$ cat src/sv/gde_pkg.sv
// gde_pkg: shared types, constants and helpers of the grid distance block
// depends on nothing
`default_nettype none
package gde_pkg;
  localparam int GridMax  = 64;
  localparam int RowW     = 6;
  localparam int DistW    = 7;
  localparam int AddrW    = 2 * RowW;
  localparam logic [DistW-1:0] GridReset = 7'd64;
  localparam logic [DistW-1:0] GridLimit = 7'd64;

  localparam logic OP_WRITE = 1'b0;
  localparam logic OP_READ  = 1'b1;

  typedef enum logic [1:0] {
    CMD_WRITE,
    CMD_READ_ZERO,
    CMD_READ_CELL
  } cmd_kind_e;

  typedef struct packed {
    cmd_kind_e         kind;
    logic [RowW-1:0]   row;
    logic [RowW-1:0]   column;
    logic [GridMax-1:0] row_bits;
  } cmd_t;

  typedef struct packed {
    logic valid;
    cmd_t cmd;
  } q_head_t;

  // grid size in use: zero acts as one, large values saturate
  function automatic logic [DistW-1:0] used_size(input logic [DistW-1:0] g);
    logic [DistW-1:0] n;
    n = g;
    if (g == '0) n = 7'd1;
    else if (g > GridLimit) n = GridLimit;
    return n;
  endfunction

  function automatic logic [DistW-1:0] dmin(input logic [DistW-1:0] a,
                                            input logic [DistW-1:0] b);
    return (a < b) ? a : b;
  endfunction
endpackage
`default_nettype wire

$ cat src/sv/gde_if.sv
// gde_if: valid/ready channel interfaces for commands and distances
// depends on gde_pkg
`default_nettype none
interface gde_in_if import gde_pkg::*; ();
  logic               valid;
  logic               ready;
  logic               operation;
  logic [RowW-1:0]    row;
  logic [RowW-1:0]    column;
  logic [GridMax-1:0] row_bits;
  modport source (output valid, operation, row, column, row_bits, input ready);
  modport sink (input valid, operation, row, column, row_bits, output ready);
endinterface

`default_nettype wire

$ cat src/sv/gde_front.sv
// gde_front: accepts command beats, classifies them and queues them
// depends on gde_pkg, gde_if
`default_nettype none
module gde_front import gde_pkg::*; (
  input  wire logic             clk_i,
  input  wire logic             rst_ni,
  input  wire logic [DistW-1:0] size_i,
  gde_in_if.sink                in_i,
  output q_head_t               head_o,
  input  wire logic             pop_i
);
  cmd_t       entry_q [2];
  logic       wr_ptr_q, rd_ptr_q;
  logic [1:0] count_q;
  cmd_t       cls;
  logic       push;

  always_comb begin
    cls.row      = in_i.row;
    cls.column   = in_i.column;
    cls.row_bits = in_i.row_bits;
    if (in_i.operation == OP_WRITE) begin
      cls.kind = CMD_WRITE;
    end else if ({1'b0, in_i.row} >= size_i || {1'b0, in_i.column} >= size_i) begin
      cls.kind = CMD_READ_ZERO;
    end else begin
      cls.kind = CMD_READ_CELL;
    end
  end

  assign in_i.ready   = (count_q != 2'd2);
  assign push         = in_i.valid && in_i.ready;
  assign head_o.valid = (count_q != 2'd0);
  assign head_o.cmd   = entry_q[rd_ptr_q];

  always_ff @(posedge clk_i) begin
    if (push) entry_q[wr_ptr_q] <= cls;
  end

  always_ff @(posedge clk_i or negedge rst_ni) begin
    if (!rst_ni) begin
      wr_ptr_q <= 1'b0;
      rd_ptr_q <= 1'b0;
      count_q  <= 2'd0;
    end else begin
      if (push) wr_ptr_q <= ~wr_ptr_q;
      if (pop_i) rd_ptr_q <= ~rd_ptr_q;
      count_q <= count_q + {1'b0, push} - {1'b0, pop_i};
    end
  end
endmodule
`default_nettype wire

$ cat src/flat_wrapper.sv
// flat-port wrapper written by rule: the top's interface ports become plain ports
module gde_front_flat import gde_pkg::*;
  (clk_i, rst_ni, size_i, head_o, pop_i, in_i_valid, in_i_operation, in_i_row, in_i_column, in_i_row_bits, in_i_ready);
  gde_in_if in_i_i ();
  input  wire logic clk_i;
  input  wire logic rst_ni;
  input  wire logic [DistW-1:0] size_i;
  output q_head_t head_o;
  input  wire logic pop_i;
  input wire logic [$bits(in_i_i.valid)-1:0] in_i_valid;
  input wire logic [$bits(in_i_i.operation)-1:0] in_i_operation;
  input wire logic [$bits(in_i_i.row)-1:0] in_i_row;
  input wire logic [$bits(in_i_i.column)-1:0] in_i_column;
  input wire logic [$bits(in_i_i.row_bits)-1:0] in_i_row_bits;
  output wire logic [$bits(in_i_i.ready)-1:0] in_i_ready;
  assign in_i_i.valid = in_i_valid;
  assign in_i_i.operation = in_i_operation;
  assign in_i_i.row = in_i_row;
  assign in_i_i.column = in_i_column;
  assign in_i_i.row_bits = in_i_row_bits;
  assign in_i_ready = in_i_i.ready;
  gde_front u_core (.clk_i(clk_i), .rst_ni(rst_ni), .size_i(size_i), .in_i(in_i_i), .head_o(head_o), .pop_i(pop_i));
endmodule
$ cat config.mk
export PLATFORM = sky130hd
export DESIGN_NAME = gde_front_flat
export DESIGN_NICKNAME = d
export VERILOG_FILES = /design/src/sv/gde_pkg.sv /design/src/sv/gde_if.sv /design/src/sv/gde_front.sv /design/src/flat_wrapper.sv
export SDC_FILE = /design/constraint.sdc
export NUM_CORES = 1
export LEC_CHECK = 0
export ABC_CLOCK_PERIOD_IN_PS = 6100
export BUFFER_PORTS_ARGS = -buffer_cell sky130_fd_sc_hd__buf_2
export CORE_MARGIN = 2
export CORE_UTILIZATION = 30
export DETAILED_ROUTE_END_ITERATION = 16
export HOLD_SLACK_MARGIN = 0.06
export PLACE_DENSITY_LB_ADDON = 0.05
export SYNTH_ARGS = -nofsm -noshare
export SYNTH_HDL_FRONTEND = slang
export SYNTH_SLANG_ARGS = --single-unit
$ cat constraint.sdc
create_clock -name clk_i -period 6.1 [get_ports clk_i]
set_clock_uncertainty 0.2 [all_clocks]
set_input_delay 0.61 -clock clk_i [delete_from_list [all_inputs] [get_ports clk_i]]
set_output_delay 0.61 -clock clk_i [all_outputs]
set_load 0.02 [all_outputs]
==> reports/results.ini <==
[clock_network]
clock_path_buffers=2
cts_resized=0
clkTransAtPathRegs_ns=0.06
cts_made_buffers=17
cts-htree-levels=4
cts_root_buf=clkbuf_16
cts.sinks=160
cts_tree=done
insertion_delay_ns=0.42

[grt]
grt_first_pass_wirelength_microns=18900
grtUsageTotal_pct=11.8
use_met1_pct=14.2
grt_pass1_vias=3510
met2_usage_pct=19.2
met3_usage_pct=4.22
grt_max_degree=79
overflow=0
busiest_layer=met2
antenna_found_initial=1

[yosys]
synth_area_sq_um=6160
synth_area_leader_cell=edfxtp_1
synth_warnings=0
ys_ff_latch=160
synthTopCellsByCount=edfxtp_1, mux2_2, ha_1, inv_1, mux2_4
synth_enable_flop_cells=156
yosysMostFrequentCell=edfxtp_1
synth.avg_cell_area_sq_um=20.7
synth_xor_area_share_pct=0.569
synthCells=298
synth_nets=400
yosysTopAreaCellShare_pct=76.1
async_flop_share_pct=2.50
yosysSeqAreaShare_pct=77.7
ys.flop_type=edfxtp_1
synth_top_family_by_area=multiplexers
synthAdderAreaFrac_pct=2.84
yosys.area_share.simple_pct=1.36
synth-compound-area-share_pct=0.935
ys_types=25
synthTopCellsByArea=edfxtp_1, mux2_2, ha_1, mux2_4, dfrtp_1
yosys-mux-area-fraction_pct=14.9

[sta]
rsz0062_at_grt=no
holdWs_ns=0.180
tightest_slew_ns=1.12
tns_ns=0
hold_viol=0
timing.final.crit_share_pct=53.7
max_freq_mhz=305
fin_crit_ns=3.27
relSlewSlack_pct=25.6
finalMaxSlewViolations=0
setup_viol=0

[routing]
antenna_left=0
wl_per_cell_microns=16.2
drc=0
detail_route.vias_per_cell=4.23
detail_route.wirelength_microns=12400
drt_iter0_drc=152
dr_total_vias=3229
drtPass1Iterations=4

[floorplan]
design.core.area_sq_um=20200
ios=168
start_util_pct=30.5
die_area_sq_um=21700
die_h_microns=147
die_x_microns=147
row_count=52

[power]
clockPowerShare_pct=26.6
combinationalPowerShare_pct=31.0
power_density_nw_per_um2=486
swShare_pct=32.5
p_int_uw=2590
pwr-share-seq_pct=42.4
p_leak_uw=0.00302
ir_drop_uv=196
p_sw_uw=1240
power_uw=3830

[worst_setup_path]
cp.arrival_ns=2.46
crit_fanout=43
startpoint_type=register
worstPathRequired_ns=5.29
critPathCaptureType=primary output
crit_type=reg -> out

[finish]
area_growth_pct=28.1
drive_above_1_share_pct=57.7
fin_cells=763
final_core_utilization_pct=39.1
nNetsFinal=581

[placement]
dp_hpwl_microns=8020
dp.cells=729
io_buffers=167
routabilityCongestion=0.717

[min_path]
hp-class=in -> reg

[job]
drv_cap=0

[outcome]
status=finished, final reports clean

critical path, cell delays in order (launching register included):
cell,delay [ns]
dfrtp_4,0.85
buf_4,0.61
mux2_2,0.41
buf_2,0.16
state kept, by name (all words and copies together) (netlist names):
signal / count
u_core.count_q: 2
u_core.entry_q: 156
u_core.rd_ptr_q: 1
u_core.wr_ptr_q: 1
final timing paths:
kind	slack (ns)	startpoint	cells past startpoint	end
min in group asynchronous	0.33	rst_ni	2	u_core.count_q[1]
max in group asynchronous	5.22	rst_ni	2	u_core.rd_ptr_q
min reg2reg	0.29	u_core.count_q[1]	1	u_core.count_q[1]
max	2.83	u_core.rd_ptr_q	3	head_o[45]
max reg2reg	3.80	u_core.count_q[1]	3	u_core.entry_q[1][28]
min	0.18	in_i_row_bits[60]	1	u_core.entry_q[1][60]
final cells by class:
| class | instances | area (sq um) |
|---|---|---|
| flip-flops and latches | 160 | 4790 |
| diodes | 1 | 2.50 |
| inverters | 11 | 41.3 |
| fillers | 1942 | 12300 |
| repair buffers | 171 | 868 |
| clock buffers | 18 | 429 |
| well taps | 270 | 338 |
| clock inverters | 14 | 141 |
| multi-input cells | 118 | 1280 |
cells by family (layout without fill, tap and decap cells):
logic type,Yosys count,in the layout
adder cells (fa/ha/maj),14,14
flip-flops,160,160
multiplexers,78,78
XOR/XNOR,4,4
AND/OR/NAND/NOR,14,14
other,0,1
buffers and inverters,20,214
AO/OA/AOI/OAI,8,8
per-stage QoR:
stage | setup slack [ns] | cell area, sq um
after floorplan | 1.40 | 6160
after global placement | 3.20 | 7310
after detailed placement | 3.18 | 7310
after CTS | 2.70 | 7890
after global routing | 2.66 | 7890
final | 2.83 | 7890
cells in the final DEF (no fill, tap or decap), types with 4 or more instances in the layout:
cell type / count
buf_2: 167
inv_1: 11
edfxtp_1: 156
ha_1: 14
clkinv_2: 4
clkbuf_16: 17
mux2_4: 10
mux2_2: 68
power groups by stage:
stage / Clock [uW] / Sequential (uW) / Combinational, uW
CTS: 1060 / 1630 / 1230
global placement: 0 / 1650 / 1220
detailed placement: 0 / 1660 / 1220
finish: 1020 / 1630 / 1190
floorplan: 0 / 1590 / 893
global route: 1100 / 1660 / 1290
routing by layer:
metal  up-vias  share of wire [%]  wire length [microns]
met1      1575                 42                   5190
met3        15                7.0                    864
met5         -                  0                      0
met2       111                 49                   6120
li1       1528                  -                      -
met4         0                1.6                    202
what timing repair did:
action,in CTS,in global routing
endpoints found under the hold margin,4,0
setup buffers,0,0
hold buffers,1,0
Power figures use the tool's default switching activity.
